File: src/sv/dll_pkg.sv
`default_nettype none

package dll_pkg;

  // Pool size and index width (node index field is 8 bits wide)
  localparam int NODES   = 256;
  localparam int IDX_W   = 8;
  localparam int LINK_W  = IDX_W + 1;
  localparam int COUNT_W = 9;

  // A link is a null flag over a node index
  typedef logic [LINK_W-1:0]  link_t;
  typedef logic [IDX_W-1:0]   idx_t;
  typedef logic [COUNT_W-1:0] count_t;

  localparam link_t  LINK_NONE = {1'b1, {IDX_W{1'b0}}};
  localparam count_t COUNT_MAX = {COUNT_W{1'b1}};

  // Request action codes
  typedef enum logic [2:0] {
    ACT_PREPEND = 3'd0,
    ACT_APPEND  = 3'd1,
    ACT_INSERT  = 3'd2,
    ACT_REMOVE  = 3'd3,
    ACT_CLEAR   = 3'd4
  } action_t;

  // Internal operation after decode
  typedef enum logic [2:0] {
    OP_NOP,
    OP_HEAD,
    OP_AFTER,
    OP_REMOVE,
    OP_CLEAR
  } op_t;

  // Sequencer states
  typedef enum logic [2:0] {
    ST_IDLE,
    ST_RD,
    ST_W1,
    ST_W2,
    ST_FIN
  } state_t;

  // Write port of a link memory
  typedef struct packed {
    logic  we;
    idx_t  addr;
    link_t data;
  } link_wr_t;

  // Result handed from sequencer to the output register
  typedef struct packed {
    link_t  head;
    link_t  tail;
    count_t count;
    logic   under;
  } result_t;

  function automatic link_t to_link(input idx_t i);
    return {1'b0, i};
  endfunction

endpackage

`default_nettype wire

File: src/sv/dll_link_ram.sv
`default_nettype none

// One link memory: one write port, one registered read port.
// Entries never written read as null (valid bit per entry).
module dll_link_ram (
  input  wire logic              clk,
  input  wire logic              rst_n,
  input  wire dll_pkg::link_wr_t wr,
  input  wire logic              re,
  input  wire dll_pkg::idx_t     raddr,
  output dll_pkg::link_t         rdata
);

  dll_pkg::link_t mem [dll_pkg::NODES];
  logic [dll_pkg::NODES-1:0] vld_r;
  dll_pkg::link_t rdata_r;

  // storage write
  always_ff @(posedge clk) begin
    if (wr.we) begin
      mem[wr.addr] <= wr.data;
    end
  end

  // written flags, cleared by reset
  always_ff @(posedge clk) begin
    if (!rst_n) begin
      vld_r <= '0;
    end else if (wr.we) begin
      vld_r[wr.addr] <= 1'b1;
    end
  end

  // registered read, unwritten entry reads null
  always_ff @(posedge clk) begin
    if (re) begin
      rdata_r <= vld_r[raddr] ? mem[raddr] : dll_pkg::LINK_NONE;
    end
  end

  assign rdata = rdata_r;

endmodule

`default_nettype wire

File: config.mk
export PLATFORM = sky130hd
export DESIGN_NAME = dll_link_ram
export DESIGN_NICKNAME = d
export VERILOG_FILES = /design/src/sv/dll_pkg.sv /design/src/sv/dll_link_ram.sv
export SDC_FILE = /design/constraint.sdc
export NUM_CORES = 2
export LEC_CHECK = 0
export BUFFER_PORTS_ARGS = -buffer_cell sky130_fd_sc_hd__buf_2
export CAP_MARGIN = 5
export CORE_ASPECT_RATIO = 0.7
export CORE_MARGIN = 2
export CORE_UTILIZATION = 44
export CTS_CLUSTER_SIZE = 40
export DETAILED_ROUTE_END_ITERATION = 7
export PLACE_DENSITY = 0.62
export SLEW_MARGIN = 20
export SYNTH_ARGS = -nofsm -noshare
export SYNTH_HDL_FRONTEND = slang
export SYNTH_SLANG_ARGS = --single-unit
File: constraint.sdc
create_clock -name clk -period 4.09 [get_ports clk]
set_clock_uncertainty 0.2 [all_clocks]
set_input_delay 0.409 -clock clk [delete_from_list [all_inputs] [get_ports clk]]
set_output_delay 0.409 -clock clk [all_outputs]
set_load 0.02 [all_outputs]
# After elaboration in Yosys (flattened, before gate mapping)
# Memories as Yosys holds them, arrays and structs flattened. A register that Yosys moved wholly into a read port is not among the register bits.
# Cells that the tools add are included.
# classes
bitwise,1
mux,6
order_cmp,3
reduce_logical,2
# ops
cell,n
$or A256 B256 Y256,1
$lt A8 B9 Y1 const B,2
$bmux W1 S8,1
$demux W1 S8,1
$ge A8 B1 Y1 const B,1
$mux W1,4
$logic_and A1 B1 Y1,1
$logic_not A1 Y1,1
# word_totals
output_inout_bits,9
mem_bits_rw,2304
ff_bits,256
memories,1
word_cells,14
# mem_list
name,words,word_bits,rd,rd_clocked_by_memory_dff,wr,line,rtl
mem,256,9,1,1,1,dll_link_ram.sv:14,dll_pkg::link_t mem [dll_pkg::NODES];

# Longest topological paths before layout
# depth
word_depth,5
ltp_mapped,14
mapped_depth_nobuf,7

# Worst setup path before layout
# Ideal clock, no wire load.
# synth_timing
path_kind,in2reg
start,input port raddr[0]
end,"register rdata_r[5] (netlist: rdata[5]), read port of mem, data pin"
setup_time_ns,0.254
n_path_buf,4
path_slack_ns,1.152
arrival_ns,2.483
cell_stages,11
path_cell_list,buf_6 buf_12 buf_12 buf_12 mux4_1 mux2_2 a221oi_1 o31ai_1 nor3_1 nor2_1 o21a_1
# synth_via
elab_chain_len,3
# synth_rtl
item,line,rtl
start: declaration,dll_link_ram.sv:10,"input wire dll_pkg::idx_t raddr,"
$bmux W1 S8,dll_link_ram.sv:37,rdata_r <= vld_r[raddr] ? mem[raddr] : dll_pkg::LINK_NONE;
$mux W1 (not written as such),dll_link_ram.sv:37,
$logic_not A1 Y1 (no source line),-,
end: declaration,dll_link_ram.sv:16,dll_pkg::link_t rdata_r;
# Several ways; a longest one is shown, not always the timed one. The select of a mux whose other input is x is not followed.
# A chain may end at the register's enable or synchronous reset.

==> flow_summary.ini <==
[run_status]
outcome = complete, but fails checks
violations = negative hold slack

[clock_tree]
post_cts_resized = 0
htreeDepth = 4
clk_latency_ps = 900
cts_tree = done
cts_buffer_depth = 4
clkTransAtPathRegs_ps = 70
cts_sinks = 2569
clockRootBuffer = clkbuf_16
numCtsBuffers = 235
post_cts_buffers = 0

[cells_and_area]
final_cells = 8942
final_util_pct = 50.6
drive_gt1_share_pct = 22.7
area_delta_synth_final_pct = 14.4
nets = 5729

[power_and_ir_drop]
power_density_nw_per_um2 = 467
power_w = 0.0534
ir_worst_vdd_uv = 371
leakagePower_nw = 37.6

[setup_path]
crit_chain = mux4_2 -> mux2_2 -> a221oi_1 -> o31ai_1 -> nor3_1 -> buf_4 -> nor2_1 -> o21a_1
cp.arrival_ps = 4100
cp_max_fo = 1
cp.required_ps = 4560
crit_path_top_delay_cell = nor3_1
critPathCaptureType = register
path_class = register to register
critPathMaxStageDelay_ps = 900
startpoint_type = register

[timing]
clock.fmax_mhz = 275
period_share_pct = 89.0
maxSlewHeadroom_pct = 22.0
tns_ps = 0
finalSetupViolCount = 0
hold_viol = 12
report.final.slew_viol_count = 0
tightest_slew_ps = 1170
period_needed_ps = 3640
rsz0062_at_grt = no
worst_hold_slack_ps = -19.4

[drt]
top_layer_used = met5
wl_mm = 278
met2WireLength_mm = 117
ant_nets = 0
vias = 54700
routed-wl-met3_mm = 34.1
drt-vias-per-instance = 6.12
wl_met1_mm = 120
drc = 0
wl_per_cell_um = 31.1
drt-pass1-iter-count = 6
drtIter0Drc = 7747

[floorplan]
core_area_um2 = 226000
initial_core_util_pct = 44.2
die_area_um2 = 231000
core.rowCount = 146
fp.dieW_um = 573
pin_count = 38
die_h_um = 403

[place]
placed_cells = 8488
port_buffers = 37
gp_congestion = 0.909
dp_hpwl_mm = 178

[synth]
async_reset_ff_share_pct = 0
synth_top_area_cell = edfxtp_1
seq_area_frac_synth_pct = 74.7
synth-edff-count = 2313
yosys.area.top_type_share_pct = 69.5
synthesis.area_um2 = 99900
syn-num-nets = 5263
yosysUniqueCellTypes = 63
synth-seq-cells = 2569
synth_commonest_cells = edfxtp_1, mux2i_1, mux4_2
synthFlopType = edfxtp_1
synth_area_leaders = edfxtp_1, mux4_2, dfxtp_1
synth_cells = 5234
yosysMostFrequentCell = edfxtp_1
yosysWarningCount = 0
avgSynthCellArea_um2 = 19.1

[grt]
grt_use_total_pct = 23.9
grt_pass1_vias = 52400
overflow = 0
antenna_found_initial = 18
grt_pass1_wl_mm = 396
grt_start_max_net_pins = 132

[run]
maxCapViolations = 0

[hold_path]
holdCritPathClass = primary input to register
## final timing paths
check	from	endpoint	slack (ps)	cells past startpoint
max	mem[187][6]$_DFFE_PP_	rdata[6]$_SDFFCE_PN0P_	450	8
max reg2reg	mem[187][6]$_DFFE_PP_	rdata[6]$_SDFFCE_PN0P_	450	8
min	wr[3]	mem[169][3]$_DFFE_PP_	-20	1
min reg2reg	vld_r[176]$_SDFFE_PN0P_	vld_r[176]$_SDFFE_PN0P_	260	1
## per-layer routing
metal  vias up  GRT usage (%)
met2      3029           33.1
met5         -              0
met3       446           6.47
met4         6           6.31
li1      22500              -
met1     28700           36.9
## state kept, by name, indices dropped and copies added (netlist names)
register	cells
vld_r	256
rdata	9
mem	2304
## layout make-up
class | count | area (um2)
antenna | 10 | 25.0
clock buffer | 334 | 6530
clock inverter | 101 | 968
fill | 18200 | 112000
inverter | 5 | 28.8
multi-input combinational | 2319 | 23300
sequential | 2569 | 74600
tap | 3034 | 3800
timing repair buffer | 570 | 5040
## placed cells by master, fill, tap and decap left out, types with 22 or more instances in the layout
master and count:
edfxtp_1 2313, buf_4 468, mux2i_1 446, mux4_2 406, nor2_1 315, o21a_1 264, dfxtp_1 256, clkbuf_16 237
o221ai_1 181, a21oi_1 127, o22ai_1 100, nand2_1 88, nor3_1 76, clkbuf_1 74, buf_12 57, clkinv_2 46
o21ai_0 45, mux4_1 37, nand3_1 33, nand4_1 31, clkinv_1 30, clkbuf_8 26, buf_2 23, mux2_2 22
## worst max-delay path: cells and delay by family, from the launching register on
family | cells | cell delay (ps)
DFF | 1 | 360
and+or+nand+nor | 2 | 980
AOI/OAI and AO/OA | 3 | 830
buffers and inverters | 1 | 250
muxes | 2 | 820
## per-stage QoR
step                      instance area (um2)  setup slack, ps
after floorplan                         99900             1150
after global placement                 107000             -284
after detailed placement               107000             -260
after CTS                              114000              427
after global routing                   114000              501
final                                  114000              452
## logic make-up after synthesis
| kind of cell | Yosys count | share of synthesized area [%] |
|---|---|---|
| compound gates | 807 | 5.82 |
| buf+inv | 346 | 2.01 |
| mux | 911 | 14.8 |
| flops | 2569 | 74.7 |
| simple gates | 601 | 2.64 |
## power breakdown
part	switching (W)	internal (W)	leakage [nW]
clock network	0.00965	0.0122	3.69
registers	0.0000272	0.0286	22.9
logic	0.00194	0.000983	11.0
total	0.0116	0.0418	37.6
## what timing repair did
action / 4_1_cts / 5_1_grt
endpoints found under the setup margin: 0 / 0
endpoints found under the hold margin: 585 / 0
hold buffers: 9 / 0
(Power assumes the default switching activity.)
