File: config.mk
export PLATFORM = sky130hd
export DESIGN_NAME = dll_ctrl
export DESIGN_NICKNAME = d
export VERILOG_FILES = /design/src/sv/dll_pkg.sv /design/src/sv/dll_ctrl.sv
export SDC_FILE = /design/constraint.sdc
export NUM_CORES = 1
export LEC_CHECK = 0
export BUFFER_PORTS_ARGS = -buffer_cell sky130_fd_sc_hd__buf_2
export CAP_MARGIN = 20
export CORE_ASPECT_RATIO = 0.7
export CORE_MARGIN = 4
export CORE_UTILIZATION = 25
export CTS_CLUSTER_DIAMETER = 150
export DETAILED_ROUTE_END_ITERATION = 12
export GPL_TIMING_DRIVEN = 0
export SETUP_SLACK_MARGIN = 0.3
export SYNTH_ARGS = -nofsm -noshare
export SYNTH_HDL_FRONTEND = slang
export SYNTH_SLANG_ARGS = --single-unit
File: constraint.sdc
create_clock -name clk -period 3.6 [get_ports clk]
set_clock_uncertainty 0.2 [all_clocks]
set_input_delay 0.18 -clock clk [delete_from_list [all_inputs] [get_ports clk]]
set_output_delay 0.18 -clock clk [all_outputs]
set_load 0.01 [all_outputs]
File: src/sv/dll_pkg.sv
`default_nettype none

package dll_pkg;

  // Pool size and index width (node index field is 8 bits wide)
  localparam int NODES   = 256;
  localparam int IDX_W   = 8;
  localparam int LINK_W  = IDX_W + 1;
  localparam int COUNT_W = 9;

  // A link is a null flag over a node index
  typedef logic [LINK_W-1:0]  link_t;
  typedef logic [IDX_W-1:0]   idx_t;
  typedef logic [COUNT_W-1:0] count_t;

  localparam link_t  LINK_NONE = {1'b1, {IDX_W{1'b0}}};
  localparam count_t COUNT_MAX = {COUNT_W{1'b1}};

  // Request action codes
  typedef enum logic [2:0] {
    ACT_PREPEND = 3'd0,
    ACT_APPEND  = 3'd1,
    ACT_INSERT  = 3'd2,
    ACT_REMOVE  = 3'd3,
    ACT_CLEAR   = 3'd4
  } action_t;

  // Internal operation after decode
  typedef enum logic [2:0] {
    OP_NOP,
    OP_HEAD,
    OP_AFTER,
    OP_REMOVE,
    OP_CLEAR
  } op_t;

  // Sequencer states
  typedef enum logic [2:0] {
    ST_IDLE,
    ST_RD,
    ST_W1,
    ST_W2,
    ST_FIN
  } state_t;

  // Write port of a link memory
  typedef struct packed {
    logic  we;
    idx_t  addr;
    link_t data;
  } link_wr_t;

  // Result handed from sequencer to the output register
  typedef struct packed {
    link_t  head;
    link_t  tail;
    count_t count;
    logic   under;
  } result_t;

  function automatic link_t to_link(input idx_t i);
    return {1'b0, i};
  endfunction

endpackage

`default_nettype wire

File: src/sv/dll_ctrl.sv
`default_nettype none

// Request sequencer: decodes a request, reads the node links, writes
// neighbour links back and keeps head, tail and length.
module dll_ctrl (
  input  wire logic              clk,
  input  wire logic              rst_n,
  input  wire logic              in_valid,
  output logic                   in_ready,
  input  wire logic [2:0]        in_action,
  input  wire dll_pkg::idx_t     in_node_index,
  input  wire dll_pkg::idx_t     in_after_node,
  input  wire logic              in_after_present,
  output dll_pkg::link_wr_t      prev_wr,
  output dll_pkg::link_wr_t      next_wr,
  output logic                   rd_en,
  output dll_pkg::idx_t          prev_raddr,
  output dll_pkg::idx_t          next_raddr,
  input  wire dll_pkg::link_t    prev_rd,
  input  wire dll_pkg::link_t    next_rd,
  output logic                   res_valid,
  input  wire logic              res_ready,
  output dll_pkg::result_t       res
);

  dll_pkg::state_t state_r, state_nxt;
  dll_pkg::op_t    op_r, op_nxt;
  dll_pkg::idx_t   node_r, node_nxt;
  dll_pkg::link_t  before_r, before_nxt;
  dll_pkg::link_t  head_r, head_nxt;
  dll_pkg::link_t  tail_r, tail_nxt;
  dll_pkg::count_t count_r, count_nxt;
  logic            under_r, under_nxt;
  dll_pkg::link_t  nx;
  dll_pkg::link_t  node_link;

  assign node_link = dll_pkg::to_link(node_r);

  // state and list registers
  always_ff @(posedge clk) begin
    if (!rst_n) begin
      state_r <= dll_pkg::ST_IDLE;
      op_r    <= dll_pkg::OP_NOP;
      head_r  <= dll_pkg::LINK_NONE;
      tail_r  <= dll_pkg::LINK_NONE;
      count_r <= '0;
      under_r <= 1'b0;
    end else begin
      state_r <= state_nxt;
      op_r    <= op_nxt;
      head_r  <= head_nxt;
      tail_r  <= tail_nxt;
      count_r <= count_nxt;
      under_r <= under_nxt;
    end
  end

  // request operands
  always_ff @(posedge clk) begin
    node_r   <= node_nxt;
    before_r <= before_nxt;
  end

  // read addresses: remove reads both links of the node,
  // insert-after reads the next link of the predecessor
  assign prev_raddr = node_r;
  assign next_raddr = (op_r == dll_pkg::OP_REMOVE) ? node_r
                                                   : before_r[dll_pkg::IDX_W-1:0];

  // next state and memory writes
  always_comb begin
    state_nxt  = state_r;
    op_nxt     = op_r;
    node_nxt   = node_r;
    before_nxt = before_r;
    head_nxt   = head_r;
    tail_nxt   = tail_r;
    count_nxt  = count_r;
    under_nxt  = under_r;
    prev_wr    = '0;
    next_wr    = '0;
    rd_en      = 1'b0;
    in_ready   = 1'b0;
    res_valid  = 1'b0;
    nx         = dll_pkg::LINK_NONE;

    case (state_r)
      dll_pkg::ST_IDLE: begin
        in_ready = 1'b1;
        if (in_valid) begin
          node_nxt   = in_node_index;
          before_nxt = dll_pkg::LINK_NONE;
          under_nxt  = 1'b0;
          state_nxt  = dll_pkg::ST_RD;
          case (in_action)
            dll_pkg::ACT_PREPEND: begin
              op_nxt = dll_pkg::OP_HEAD;
            end
            dll_pkg::ACT_APPEND: begin
              if (!tail_r[dll_pkg::IDX_W]) begin
                op_nxt     = dll_pkg::OP_AFTER;
                before_nxt = tail_r;
              end else begin
                op_nxt = dll_pkg::OP_HEAD;
              end
            end
            dll_pkg::ACT_INSERT: begin
              if (in_after_present) begin
                op_nxt     = dll_pkg::OP_AFTER;
                before_nxt = dll_pkg::to_link(in_after_node);
              end else begin
                op_nxt = dll_pkg::OP_HEAD;
              end
            end
            dll_pkg::ACT_REMOVE: begin
              op_nxt = dll_pkg::OP_REMOVE;
            end
            dll_pkg::ACT_CLEAR: begin
              op_nxt    = dll_pkg::OP_CLEAR;
              head_nxt  = dll_pkg::LINK_NONE;
              tail_nxt  = dll_pkg::LINK_NONE;
              count_nxt = '0;
              state_nxt = dll_pkg::ST_FIN;
            end
            default: begin
              op_nxt    = dll_pkg::OP_NOP;
              state_nxt = dll_pkg::ST_FIN;
            end
          endcase
        end
      end

      // issue reads; writes that need no read data
      dll_pkg::ST_RD: begin
        rd_en     = 1'b1;
        state_nxt = dll_pkg::ST_W1;
        case (op_r)
          dll_pkg::OP_HEAD: begin
            prev_wr = '{we: 1'b1, addr: node_r, data: dll_pkg::LINK_NONE};
            next_wr = '{we: 1'b1, addr: node_r, data: head_r};
          end
          dll_pkg::OP_AFTER: begin
            prev_wr = '{we: 1'b1, addr: node_r, data: before_r};
          end
          dll_pkg::OP_REMOVE: begin
          end
          default: begin
            state_nxt = dll_pkg::ST_FIN;
          end
        endcase
      end

      // read data back: relink neighbours, update head, tail, length
      dll_pkg::ST_W1: begin
        state_nxt = dll_pkg::ST_W2;
        case (op_r)
          dll_pkg::OP_HEAD: begin
            if (!head_r[dll_pkg::IDX_W]) begin
              prev_wr = '{we: 1'b1, addr: head_r[dll_pkg::IDX_W-1:0], data: node_link};
            end else begin
              tail_nxt = node_link;
            end
            head_nxt = node_link;
            if (count_r != dll_pkg::COUNT_MAX) count_nxt = count_r + 1'b1;
            state_nxt = dll_pkg::ST_FIN;
          end
          dll_pkg::OP_AFTER: begin
            // node equal to its predecessor sees its own fresh next link
            nx = (node_link == before_r) ? node_link : next_rd;
            next_wr = '{we: 1'b1, addr: node_r, data: next_rd};
            if (!nx[dll_pkg::IDX_W]) begin
              prev_wr = '{we: 1'b1, addr: nx[dll_pkg::IDX_W-1:0], data: node_link};
            end else begin
              tail_nxt = node_link;
            end
            if (count_r != dll_pkg::COUNT_MAX) count_nxt = count_r + 1'b1;
          end
          dll_pkg::OP_REMOVE: begin
            if (head_r == node_link) head_nxt = next_rd;
            if (tail_r == node_link) tail_nxt = prev_rd;
            if (!prev_rd[dll_pkg::IDX_W]) begin
              next_wr = '{we: 1'b1, addr: prev_rd[dll_pkg::IDX_W-1:0], data: next_rd};
            end
            if (!next_rd[dll_pkg::IDX_W]) begin
              prev_wr = '{we: 1'b1, addr: next_rd[dll_pkg::IDX_W-1:0], data: prev_rd};
            end
            if (count_r == '0) begin
              under_nxt = 1'b1;
            end else begin
              count_nxt = count_r - 1'b1;
            end
          end
          default: begin
            state_nxt = dll_pkg::ST_FIN;
          end
        endcase
      end

      // final link writes
      dll_pkg::ST_W2: begin
        state_nxt = dll_pkg::ST_FIN;
        case (op_r)
          dll_pkg::OP_AFTER: begin
            next_wr = '{we: 1'b1, addr: before_r[dll_pkg::IDX_W-1:0], data: node_link};
          end
          dll_pkg::OP_REMOVE: begin
            prev_wr = '{we: 1'b1, addr: node_r, data: dll_pkg::LINK_NONE};
            next_wr = '{we: 1'b1, addr: node_r, data: dll_pkg::LINK_NONE};
          end
          default: begin
          end
        endcase
      end

      // hand the result on once the output slot is free
      dll_pkg::ST_FIN: begin
        res_valid = 1'b1;
        if (res_ready) state_nxt = dll_pkg::ST_IDLE;
      end

      default: begin
        state_nxt = dll_pkg::ST_IDLE;
      end
    endcase
  end

  assign res = '{head: head_r, tail: tail_r, count: count_r, under: under_r};

  // checks
  a_clear: assert property (@(posedge clk) disable iff (!rst_n)
    (in_valid && in_ready && in_action == dll_pkg::ACT_CLEAR) |=>
      (head_r == dll_pkg::LINK_NONE && tail_r == dll_pkg::LINK_NONE && count_r == '0))
    else $error("clear did not empty the list");

  a_under: assert property (@(posedge clk) disable iff (!rst_n)
    under_r |-> (count_r == '0))
    else $error("underflow flagged with non-zero length");

  a_wr_busy: assert property (@(posedge clk) disable iff (!rst_n)
    (prev_wr.we || next_wr.we) |->
      (state_r == dll_pkg::ST_RD || state_r == dll_pkg::ST_W1 || state_r == dll_pkg::ST_W2))
    else $error("link write outside the write phase");

  a_res_excl: assert property (@(posedge clk) disable iff (!rst_n)
    res_valid |-> !in_ready)
    else $error("result offered while taking a request");

  a_fin_hold: assert property (@(posedge clk) disable iff (!rst_n)
    (res_valid && !res_ready) |=> (res_valid && $stable(res)))
    else $error("pending result changed");

endmodule

`default_nettype wire

# --- After elaboration in Yosys (flattened, before gate mapping) ---
# Index checks and enable logic that the tools add are counted.
word_totals:
  register_bits: 51
  latch_bits: 0
  ramBits: 0
  mem_bits_ro: 0
  input_bits: 42
  memories: 0
op_classes:
  addsub: 2
  mul: 0
  n_div: 0
  n_lt_le_gt_ge: 0
  eq_ne: 29
  n_shift: 0
  muxes: 49
  bitwise_logic: 0
  n_reduce_logical: 14
op_table:
  columns: ["operator", "n"]
  rows:
  - ["one-hot mux 18 bit (3 select lines)", 3]
  - ["2-to-1 mux 9 bit", 13]
  - ["2-to-1 mux 18 bit", 6]
  - ["one-hot mux 18 bit (2 select lines)", 3]
  - ["one-hot mux 9 bit (2 select lines)", 6]
  - ["one-hot mux 3 bit (5 select lines)", 2]
  - ["one-hot mux 9 bit (3 select lines)", 1]
  - ["inequality test 3 bit (second input constant)", 7]
  - ["== test 3 x 2 -> 1 bit (second input constant)", 6]
  - ["== test 9 x 8 -> 1 bit", 2]
  - ["2-to-1 mux 3 bit", 5]
  - ["adder 9 x 1 -> 9 bit (second input constant)", 1]
  - ["== test 3 x 1 -> 1 bit (second input constant)", 3]
  - ["== test 8 x 9 -> 1 bit", 1]
  - ["logical NOT 9 bit", 1]
  - ["inequality test 9 bit (second input constant)", 1]
  - ["subtractor 9 x 1 -> 9 bit (second input constant)", 1]
  - ["2-to-1 mux 8 bit", 1]
  - ["inequality test 2 bit (second input constant)", 4]
  - ["AND reduction 7 bit", 1]
  - ["== test 3 bit (second input constant)", 2]
  - ["logical NOT 3 bit", 2]
  - ["2-to-1 mux 1 bit", 6]
  - ["AND reduction 6 bit", 1]
  - ["12 further kinds", 15]

# --- Depth between registers and ports, before layout ---
# Gate-level depths: netlist of the first run.
depth:
  word_depth: 5
  ltp_mapped: 13
  depth_no_buf: 10

# --- Worst setup path after synthesis of the first run ---
# No wires, ideal clock.
synth_timing:
  path_type: "register -> register"
  start: "register op_r[1]"
  end: "register count_r[8]"
  setup_time_ns: 0.075
  arrival_ns: 2.966
  required_ns: 3.325
  slack_ns: 0.360
  path_stages_with_launch: 14
  n_path_buf: 4
  cell_sequence: "dfxtp_1 > clkbuf_1 > inv_1 > nor2_1 > clkbuf_1 > buf_2 > buf_2 > ha_1 > nor2b_1 > o2111ai_1 > a31oi_1 > or3_1 > a21o_1 > a31oi_1"
synth_via:
  elab_chain_len: 4
  word_cells_on_any_way: 10
  cone_classes: "eq/ne: 6; mux: 2; reduce/logical: 2"
synth_lines:
  columns: ["element", "line", "text"]
  rows:
  - ["start: declaration", "dll_ctrl.sv:27", "dll_pkg::op_t op_r, op_nxt;"]
  - ["start signal: assignment", "dll_ctrl.sv:43", "op_r <= dll_pkg::OP_NOP;"]
  - ["start signal: assignment", "dll_ctrl.sv:50", "op_r <= op_nxt;"]
  - ["== test 3 x 2 -> 1 bit or == test 3 x 1 -> 1 bit (tied branches)", "dll_ctrl.sv:156", "case (op_r)"]
  - ["OR reduction 2 bit (no source line)", null, null]
  - ["one-hot mux 9 bit (2 select lines) or inequality test 3 bit (tied branches)", null, null]
  - ["one-hot mux 9 bit (2 select lines) or AND reduction 6 bit (tied branches)", null, null]
  - ["end signal: assignment", "dll_ctrl.sv:53", "count_r <= count_nxt;"]
  - ["end: declaration", "dll_ctrl.sv:32", "dll_pkg::count_t count_r, count_nxt;"]
# Parallel ways exist; a longest one is shown, timed or not.
# A chain may end at the register's enable or synchronous reset.

# --- Final worst setup path of the first run ---
# Same ends and word-level chain as after synthesis.

==> results of run 1 <==
-- kinds of logic after synthesis --
kind of cell	count (synthesis)
adder cells (fa/ha/maj)	8
multiplexers	9
AO/OA/AOI/OAI	153
XOR/XNOR	28
AND/OR/NAND/NOR	171
buffers and inverters	60
flip-flops	51
-- cell type report --
type | count | area [um^2] | area share, %
Buffer | 33 | 188 | 3.71
Timing Repair Buffer | 144 | 811 | 16.0
Inverter | 27 | 101 | 2.00
Clock buffer | 6 | 129 | 2.55
Multi-Input combinational cell | 369 | 2380 | 47.1
Clock inverter | 2 | 12.5 | 0.247
Tap cell | 195 | 244 | 4.82
Sequential cell | 51 | 1190 | 23.6
-- synthesized netlist by cell type, types with 2 or more instances --
cell	count	area, um^2
and3_1	3	18.8
nor2b_1	3	18.8
a22oi_1	31	233
a222oi_1	8	80.1
mux2i_1	8	80.1
a21oi_1	30	150
ha_1	7	87.6
or2_2	10	62.6
inv_1	27	101
xor2_1	24	210
and2_1	9	56.3
xnor2_1	4	35.0
nand4_1	3	18.8
nand2_1	58	218
nor3_1	18	90.1
a21o_1	10	75.1
a31oi_1	4	25.0
buf_6	2	22.5
nand3b_1	3	22.5
dfxtp_1	34	681
nor4_1	4	25.0
edfxtp_1	17	510
nor2_1	43	161
nand2b_1	4	25.0
o21ai_0	29	145
o22a_1	9	78.8
a22o_1	16	140
or3_1	5	31.3
o21ai_1	2	10.0
clkbuf_1	17	63.8
buf_2	12	60.1
-- tightest hold or removal path, stage by stage --
cell	delay (ns)
buf_2	0.12
nor3_1	0.12
a2111oi_0	0.08
-- path summary, 6_finish.rpt --
check	end	slack, ns	cells past startpoint
worst max-delay path	count_r[8]$_SDFFE_PN0P_	0.40	13
worst min-delay path	state_r[0]$_SDFFE_PN0P_	0.05	3
worst min register to register	tail_r[4]$_SDFFE_PN0P_	0.33	2
worst max register to register	count_r[8]$_SDFFE_PN0P_	0.40	13
-- layer usage --
layer	wire length, um	track usage, %	up-vias	share of wire, %
met3	1590	3.75	24	11
met1	7090	25.0	1992	47
met4	243	2.88	2	1.6
met2	6070	23.8	235	40
met5	7	0	-	0.047
li1	-	-	2047	-
-- power by group through the flow --
stage	logic (mW)	registers, mW	clock network, mW
final	0.242	0.628	0.483
after global routing	0.261	0.630	0.509
after CTS	0.236	0.627	0.492
after detailed placement	0.218	0.641	0
after global placement	0.217	0.640	0
after floorplan	0.121	0.641	0
-- per-stage QoR --
| stage | hold slack, ns | setup TNS [ns] | setup WS, ns | cells |
|---|---|---|---|---|
| after CTS | 0.0379 | 0 | 0.271 | 822 |
| after global placement | 0.158 | -1.57 | -0.463 | 798 |
| after detailed placement | 0.159 | -1.73 | -0.505 | 798 |
| final | 0.0508 | 0 | 0.398 | 827 |
| after floorplan | 0.0789 | 0 | 0.360 | 480 |
| after global routing | 0.0754 | 0 | 0.183 | 827 |
-- cells in the final DEF, fill, tap and decap left out, drive strengths merged, types with 7 or more instances in the layout --
| cell type | n |
|---|---|
| buf | 144 |
| and2 | 9 |
| inv | 27 |
| edfxtp | 17 |
| a21oi | 30 |
| mux2i | 8 |
| a21o | 10 |
| ha | 7 |
| nor3 | 18 |
| nand2 | 58 |
| or2 | 10 |
| xor2 | 24 |
| dlygate4sd3 | 16 |
| a22oi | 31 |
| nor2 | 44 |
| o22a | 9 |
| a22o | 16 |
| dfxtp | 34 |
| clkbuf | 23 |
| a222oi | 8 |
| o21ai | 32 |
-- flip-flops by register name (all words and copies together) (netlist names) --
name / cells
before_r: 9
under_r: 1
op_r: 3
state_r: 3
head_r: 9
count_r: 9
tail_r: 9
prev_raddr: 8
-- repair_timing --
action,in CTS,in global routing
setup endpoints to repair,35,39
pin swaps,0,2
hold endpoints to repair,16,0
hold buffers,16,0
resized for setup,17,10
setup buffers,0,4
==> results.md, run 1 <==
- Status: finished, final reports clean
- Worst path buffer plus inverter count: 5
- Initial Util: approximately 26%
- Clk network pwr share: between 30% and 40%
- CP max FO: 10
- H-tree depth: 2
- DIE AREA: around 17000 um^2
- Final Instance Area: 5060 um^2
- Highest clock rate: about 310 MHz
- Routability cong.: 0.899
- P per Cell Area: between 200 and 300 nW/um^2
- # rows: 37
- Nets: roughly 700
- CTS tree: yes
- Detailed placement HPWL: 11400 um
- Post-synth EDFFs: 17
- Critical Path RT: ~3.6 ns
- Die width: between 150 and 200 um
- First-pass GRT wire length: about 23000 um
- Internal power: roughly 960 uW
- Overall Global Routing Usage: between 10% and 20%
- Clock sinks: 51
- RSZ-0062 raised after global routing: yes
- Initial antenna violation count: 1
- Via density: ~5.2
- DR iter-0 viols: about 450
- Final setup vio count: 0
- Placed cell areas: 4630 um^2
- Combinational share of power: 17.9%
- Flops & latches, synth: slightly above 50
- RR Startpoint: op_r[1]$_SDFFE_PN0P_
- Largest net degree at the start of global routing: 18
- NetSw: 389 uW
- Hold Path Class: input port to flip-flop
- 1st-pass router iterations: 5
- Setup crit start: op_r[1]$_SDFFE_PN0P_
- WS Path Type: flip-flop to flip-flop
- Synthesis Warnings: 0
- Asr flop ratio synth: 0%
- Synthesized Nets: between 500 and 600
- FILL cells: roughly 1600
- Total CTS buffers: 5
- Port-buffer cells: 123
- Max cap viols: 0
- Core Footprint: approximately 15000 um^2
- CTS Root Cell: clkbuf_16
- Largest family of logic cells by synthesized area: compound AO/OA/AOI/OAI gates
- Hold Vio Cnt, Final: 0
- Mean post-synth cell area: 7.86 um^2
- Synth Area in Adders: under 10%
- Vias: between 4000 and 5000
- Deepest clock path buffer count: 2
- Mux contribution to synthesized area: roughly 2.5%
- Final period utilization: around nine tenths
- Drt drc: 0
- Worst-Skew Late Latency: 0.30 ns
- Worst-path cell chain: clkbuf_4 > inv_1 > nor2_4 > inv_1 > clkbuf_1 > clkbuf_2 > fa_1 > nor2b_1 > o2111ai_1 > a31oi_1 > or3_1 > a21o_1 > a31oi_1
- Critical path arrival: about 3.2 ns
- Xor/xnor cell area share of the yosys netlist: between 6 and 7%
- Startpoint Class: flip-flop
- Num ports: between 100 and 150
- Static Leakage: between 2 and 2.5 nW
- Least-Margin Pin Slew: approximately 0.77 ns
- Ys flop type: dfxtp_1
- Synth Area in Compound Gates: around 28%
- Slew headroom: between 40 and 50%
- Ant diodes: 0
- Area grow syn2layout: 34.0%
- Hold Crit Start: in_valid
- Grt total ovfl: 0
- Final min period: about 3.2 ns
- Syn Inst Count: 480
- Worst IR drop on VDD: 0.000155 V
- Slew Viols, Final: 0
- Post-DRT Antenna Nets: 0
- Vias in the first global route: around 3900
- Routed len/inst: approximately 18 um
- Critical path capture point type: flip-flop
- Crit path max-delay cell type: clkbuf_2
- Power after layout: ~1.4 mW
- Die span in y: approximately 110 um
- Seq pwr share: 46.4%
- Largest stage delay on the critical path: approximately 0.37 ns
- Fraction of layout cells with a size suffix above 1: 28.0%
- Seq/Total Area, Yosys: a little under a third
- Clock-pin slew on the worst setup and hold paths: about 0.070 ns
- Switching power share of the total: between 20% and 30%
- Total wire length: 15000 um
- Layout Utilization: ~34%
- Simple-gate area share of the yosys netlist: a little over a fifth
- Distinct cells, synth: 57
- Largest delay share family, worst path: buffers and inverters
- Cell Area, Synth: ~3800 um^2
No activity file was read; power rests on OpenSTA's default activity.
==> inputs of run 2 (changes only) <==
CELL_PAD_IN_SITES_DETAIL_PLACEMENT = 1   (was default)
CELL_PAD_IN_SITES_GLOBAL_PLACEMENT = 2   (was default)
PLACE_DENSITY_LB_ADDON = 0.1   (was default)
==> run 2 against run 1 <==
  * Count of clock-buffer cells in the layout shrank 1
  * Critical path type unchanged
  * Non-clock buffer count shrank 1
  * Global-route usage is 2.8 points higher
==> results.md, run 2 (synthesized netlist as in run 1, its figures left out) <==
- RSZ-0062 raised after global routing: yes
- Critical path capture point type: flip-flop
- Worst IR drop on VDD: 0.000198 V (+28%)
- Via density: 5.22 (+0.45%)
- Hold worst-path end: state_r[2]$_SDFFE_PN0P_
- CP max FO: 16 (+6)
- Overall Global Routing Usage: 19.3% (+2.8 points)
- Num ports: 125 (unchanged)
- WS Path Type: flip-flop to flip-flop
- Max cap viols: 0 (unchanged)
- Largest net degree at the start of global routing: 18 (unchanged)
- FF-to-FF path depth: 13 (unchanged)
- Critical Path RT: 3.63 ns (about the same)
- Area grow syn2layout: 35.3%
- Startpoint Class: flip-flop
- Switching power share of the total: 28.1% (-0.67 points)
- Deepest clock path buffer count: 2 (unchanged)
- Most frequent cells in the layout: buf_2 (134), nand2_1 (57), nor2_1 (41)
- Grt total ovfl: 0 (unchanged)
- H-tree depth: 2 (unchanged)
- Core Footprint: 14700 um^2 (unchanged)
- First-pass GRT wire length: 26100 um (+16%)
- Detailed placement HPWL: 13000 um (+14%)
- Clk network pwr share: 38.6% (+2.9 points)
- Final min period: 3.22 ns (+0.0158 ns)
- Slew headroom: 39.5% (-8.8 points)
- P per Cell Area: 281 nW/um^2 (+5.1%)
- Status: finished, final reports clean
- Slew Viols, Final: 0 (unchanged)
- Total CTS buffers: 5 (unchanged)
- Initial antenna violation count: 0 (-1)
- RR Startpoint: op_r[1]$_SDFFE_PN0P_
- Least-Margin Pin Slew: 0.901 ns (+0.130 ns)
- DR iter-0 viols: 229 (-49%)
- Reg2reg end: count_r[8]$_SDFFE_PN0P_
- Total wire length: 17000 um (+14%)
- Port-buffer cells: 123 (unchanged)
- Worst-Skew Late Latency: 0.30 ns (about the same)
- Static Leakage: 2.37 nW (+0.48%)
- Final setup vio count: 0 (unchanged)
- Clock sinks: 51 (unchanged)
- Routed len/inst: 20.6 um (+14%)
- Hold Path Class: input port to flip-flop
- Commonest non-fill, non-tap cell in the layout: buf_2
- Clock-pin slew on the worst setup and hold paths: 0.08 ns (about the same)
- Ant diodes: 0 (unchanged)
- 1st-pass router iterations: 5 (unchanged)
- Nets: 680 (-0.15%)
- # rows: 37 (unchanged)
- NetSw: 403 uW (+3.6%)
- CTS tree: yes
- Power after layout: 1.43 mW (+6.1%)
- Layout Utilization: 34.7% (+0.33 points)
- Hold Vio Cnt, Final: 0 (unchanged)
- Final period utilization: 89.4% (+0.44 points)
- Final TNS setup: 0 ns (unchanged)
- Combinational share of power: 17.4% (-0.5 points)
- Post-DRT Antenna Nets: 0 (unchanged)
- Routability cong.: 0.871 (-3.2%)
- Hold path depth: 4 (+1)
- Critical path arrival: 3.24 ns (about the same)
- Seq pwr share: 44.0% (-2.4 points)
- Fraction of layout cells with a size suffix above 1: 28.5% (+0.52 points)
- Die width: 155 um (unchanged)
- Vias in the first global route: 4363 (+11%)
- Hold Crit Start: res_ready
- Initial Util: 25.6% (unchanged)
- Reg-to-reg slack, setup: 0.38 ns (-0.02 ns)
- Highest clock rate: 311 MHz (-0.49%)
- DIE AREA: 17200 um^2 (unchanged)
- Die span in y: 111 um (unchanged)
- Internal power: 1.03 mW (+7.1%)
- Vias: 4314 (+0.33%)
- Drt drc: 0 (unchanged)
- CTS Root Cell: clkbuf_16
-- run 2: area by class of cell --
type,count,area (um^2)
repair buffers,143,818
multi-input cells,369,2400
inverters,27,101
well taps,195,244
plain buffers,33,188
clock buffers,5,125
clock inverters,3,38.8
fillers,1823,9620
flip-flops and latches,51,1190
-- run 2: power groups by stage --
stage,sequential [mW],combinational (mW),clock (mW)
finish,0.631,0.250,0.555
global route,0.633,0.273,0.586
CTS,0.631,0.246,0.563
detailed placement,0.644,0.228,0
global placement,0.644,0.225,0
floorplan,0.641,0.121,0
-- run 2: worst max-delay path, cell delays in order, from the launching register on --
cell      delay (ns)
dfxtp_1         0.34
clkbuf_4        0.21
inv_1           0.12
nor2_4          0.17
buf_4           0.21
buf_6           0.18
buf_8           0.18
ha_1            0.33
and3_1          0.19
a21oi_2         0.18
a31oi_1         0.14
or3_1           0.35
a21o_1          0.19
a31oi_1         0.14
-- run 2: worst max-delay path by stage --
stage / startpoint / to / slack, ns / cells after the start
2_1_floorplan: op_r[1]$_SDFFE_PN0P_ / count_r[8]$_SDFFE_PN0P_ / 0.36 / 13
3_3_place_gp: op_r[1]$_SDFFE_PN0P_ / count_r[7]$_SDFFE_PN0P_ / -0.67 / 13
3_5_place_dp: op_r[0]$_SDFFE_PN0P_ / count_r[7]$_SDFFE_PN0P_ / -0.68 / 13
4_1_cts: prev_raddr[5]$_DFFE_PP_ / prev_wr[0] / 0.30 / 8
5_1_grt: op_r[1]$_SDFFE_PN0P_ / count_r[8]$_SDFFE_PN0P_ / 0.15 / 13
6_report: op_r[1]$_SDFFE_PN0P_ / count_r[8]$_SDFFE_PN0P_ / 0.38 / 13
-- run 2: stage by stage --
stage,hold slack [ns],std cells,instance area (um^2),setup slack [ns]
after global placement,0.158,798,4630,-0.670
after CTS,0.0497,822,5030,0.303
final,0.0501,826,5110,0.382
after floorplan,0.0789,480,3770,0.360
after global routing,0.0714,826,5110,0.149
after detailed placement,0.161,798,4630,-0.683
-- run 2: metal layers --
layer	wire, um	vias up	global-route usage, %	part of all wire, %
li1	-	2044	-	-
met1	8730	2139	30.0	51
met2	7360	127	28.4	43
met3	886	4	3.12	5.2
met4	69	0	2.59	0.40
met5	0	-	0	0
-- run 2: what timing repair did --
item,in CTS,in global routing
setup endpoints to repair,51,33
pin swaps,0,2
buffers inserted,0,4
hold buffers,16,0
resized for setup,21,11
cloned,0,0
hold endpoints to repair,16,0
==> inputs of run 3 (changes only) <==
CORE_ASPECT_RATIO = default   (was 0.7)
SLEW_MARGIN = 20   (was default)
==> run 3 against run 2 <==
  * Critical path depth fell by 4
  * Sequential power about the same
  * Sequential share of layout area about the same
  * Flip-flop and latch count is the same
  * Non-clock buffer count did not move
  * Largest cell class unchanged
==> results.md, run 3 (synthesized netlist as in run 1, its figures left out) <==
- RSZ-0062 raised after global routing: no
- Hold worst-path end: state_r[0]$_SDFFE_PN0P_
- Final min period: 3.10 ns (-0.119 ns)
- Slew Viols, Final: 0 (unchanged)
- Vias in the first global route: 4224 (-3.2%)
- H-tree depth: 2 (unchanged)
- Hold Crit Start: in_valid
- CTS Root Cell: clkbuf_16
- Most frequent cells in the layout: buf_2 (134), nand2_1 (58), nor2_1 (42)
- Reg-to-reg slack, setup: 0.51 ns (+0.13 ns)
- P per Cell Area: 275 nW/um^2 (-2.2%)
- Total wire length: 16200 um (-5.1%)
- CTS tree: yes
- DR iter-0 viols: 233 (+1.7%)
- Initial Util: 25.8% (+0.14 points)
- FF-to-FF path depth: 13 (unchanged)
- Worst path buffer plus inverter count: 3 (-2)
- Overall Global Routing Usage: 18.9% (-0.42 points)
- 1st-pass router iterations: 6 (+1)
- First-pass GRT wire length: 24800 um (-5.2%)
- FILL cells: 1803 (-1.1%)
- Critical Path RT: 3.22 ns (-0.41 ns)
- Worst-path cell chain: buf_2 > xor2_1 > nor4_2 > nand4_1 > buf_4 > o21ai_4 > a22oi_1 > o21ai_0 > buf_2
- Port-buffer cells: 123 (unchanged)
- Max cap viols: 0 (unchanged)
- Deepest clock path buffer count: 2 (unchanged)
- Static Leakage: 2.37 nW (-0.17%)
- Inst Count DP: 787 (-1.4%)
- # rows: 44 (+19%)
- Reg2reg end: count_r[8]$_SDFFE_PN0P_
- Hold Vio Cnt, Final: 0 (unchanged)
- Hold Path Class: input port to flip-flop
- RR Startpoint: op_r[0]$_SDFFE_PN0P_
- Core Footprint: 14600 um^2 (-0.53%)
- Vias: 4223 (-2.1%)
- Slew headroom: 46.2% (+6.7 points)
- Routed len/inst: 19.8 um (-3.9%)
- Drt drc: 0 (unchanged)
- Detailed placement HPWL: 12400 um (-4.1%)
- Fraction of layout cells with a size suffix above 1: 29.0% (+0.48 points)
- Hold path depth: 3 (-1)
- Routability cong.: 0.781 (-10%)
- Final setup vio count: 0 (unchanged)
- Crit path max-delay cell type: edfxtp_1
- Reg area: 1190 um^2 (unchanged)
- Area taken by multi-input logic gates: 2420 um^2 (+0.68%)
- Worst IR drop on VDD: 0.000154 V (-22%)
- Non-Filler Instances: 815 (-1.3%)
- Startpoint Class: flip-flop
- Commonest non-fill, non-tap cell in the layout: buf_2
- Ant diodes: 0 (unchanged)
- Status: finished, final reports clean
- Placed cell areas: 4630 um^2 (-0.19%)
- Clock-pin slew on the worst setup and hold paths: 0.08 ns (about the same)
- Largest delay share family, worst path: compound AO/OA/AOI/OAI gates
- Die width: 131 um (-15%)
- Least-Margin Pin Slew: 0.802 ns (-0.0983 ns)
- WS Path Type: flip-flop to primary output
- Initial antenna violation count: 0 (unchanged)
- Critical path capture point type: primary output
- DIE AREA: 17100 um^2 (-0.18%)
- Worst-Skew Late Latency: 0.31 ns (about the same)
- Grt total ovfl: 0 (unchanged)
- Layout Utilization: 34.8% (+0.12 points)
- Clock sinks: 51 (unchanged)
- Final Instance Area: 5100 um^2 (-0.20%)
- Area grow syn2layout: 35.0%
- Via density: 5.18 (-0.79%)
- Cell repeated most along the worst path: buf_2
- CP max FO: 10 (-6)
- Die span in y: 131 um (+18%)
- Total CTS buffers: 5 (unchanged)
- Power after layout: 1.40 mW (-2.4%)
- Final TNS setup: 0 ns (unchanged)
- Largest net degree at the start of global routing: 19 (+1)
- Post-DRT Antenna Nets: 0 (unchanged)
- Highest clock rate: 323 MHz (+3.8%)
- Final period utilization: 86.1% (-3.3 points)
- Nets: 680 (unchanged)
- Critical path arrival: 2.72 ns (-0.52 ns)
- Num ports: 125 (unchanged)
- Largest stage delay on the critical path: 0.39 ns (+0.04 ns)
- CP Depth: 9 (-4)
-- run 3: cell count changes in the layout (fill, tap and decap cells not counted), sizes merged --
| cell | change |
|---|---|
| buf | +2 |
| clkbuf | -2 |
| inv | +2 |
| bufinv | -1 |
| clkinv | -1 |
-- run 3: layout make-up --
class,instances,area share [%]
Buffer,33,3.93
Clock buffer,5,2.46
Clock inverter,3,0.516
Inverter,27,1.99
Multi-Input combinational cell,369,47.4
Sequential cell,51,23.4
Tap cell,184,4.52
Timing Repair Buffer,143,15.8
-- run 3: repair_timing --
item / CTS / global route
endpoints found under the setup margin: 51 / 27
pin swaps: 2 / 1
hold endpoints to repair: 16 / 0
hold buffers: 16 / 0
resized for setup: 21 / 20
buffers inserted: 3 / 1
-- run 3: metrics by stage --
stage	setup slack (ns)	hold WS, ns
final	0.501	0.0274
after global placement	-0.724	0.157
after CTS	0.224	0.0169
after global routing	0.323	0.0650
after floorplan	0.360	0.0789
after detailed placement	-0.699	0.159
-- run 3: worst max path at each step --
stage	slack, ns	start	end
final	0.50	prev_raddr[5]$_DFFE_PP_	prev_wr[7]
after global routing	0.32	op_r[0]$_SDFFE_PN0P_	count_r[8]$_SDFFE_PN0P_
after CTS	0.22	op_r[1]$_SDFFE_PN0P_	count_r[8]$_SDFFE_PN0P_
after detailed placement	-0.70	op_r[0]$_SDFFE_PN0P_	count_r[8]$_SDFFE_PN0P_
after global placement	-0.72	op_r[0]$_SDFFE_PN0P_	count_r[7]$_SDFFE_PN0P_
after floorplan	0.36	op_r[1]$_SDFFE_PN0P_	count_r[8]$_SDFFE_PN0P_
-- run 3: per-layer routing --
layer,up-vias,share of wire [%],GRT usage (%)
li1,2040,-,-
met1,2061,48,26.6
met2,109,46,30.7
met3,13,4.3,3.29
met4,0,1.2,3.45
met5,-,0,0
-- run 3: power breakdown --
group,switching (mW),leakage (nW),total (mW),internal [mW]
combinational,0.152,1.85,0.244,0.0917
sequential,0.0147,0.439,0.629,0.614
clock,0.262,0.0748,0.528,0.266
total,0.429,2.37,1.40,0.971
-- run 3: worst register-to-register path: stages, from the launching register on --
cell and delay [ns]:
dfxtp_1 0.31, buf_4 0.18, nand2b_2 0.13, nor2_4 0.19, buf_6 0.17, buf_6 0.16, buf_12 0.17, ha_1 0.29
nor2b_2 0.18, o2111ai_2 0.20, a31oi_2 0.14, or3_1 0.35, a21o_1 0.19, a31oi_1 0.16
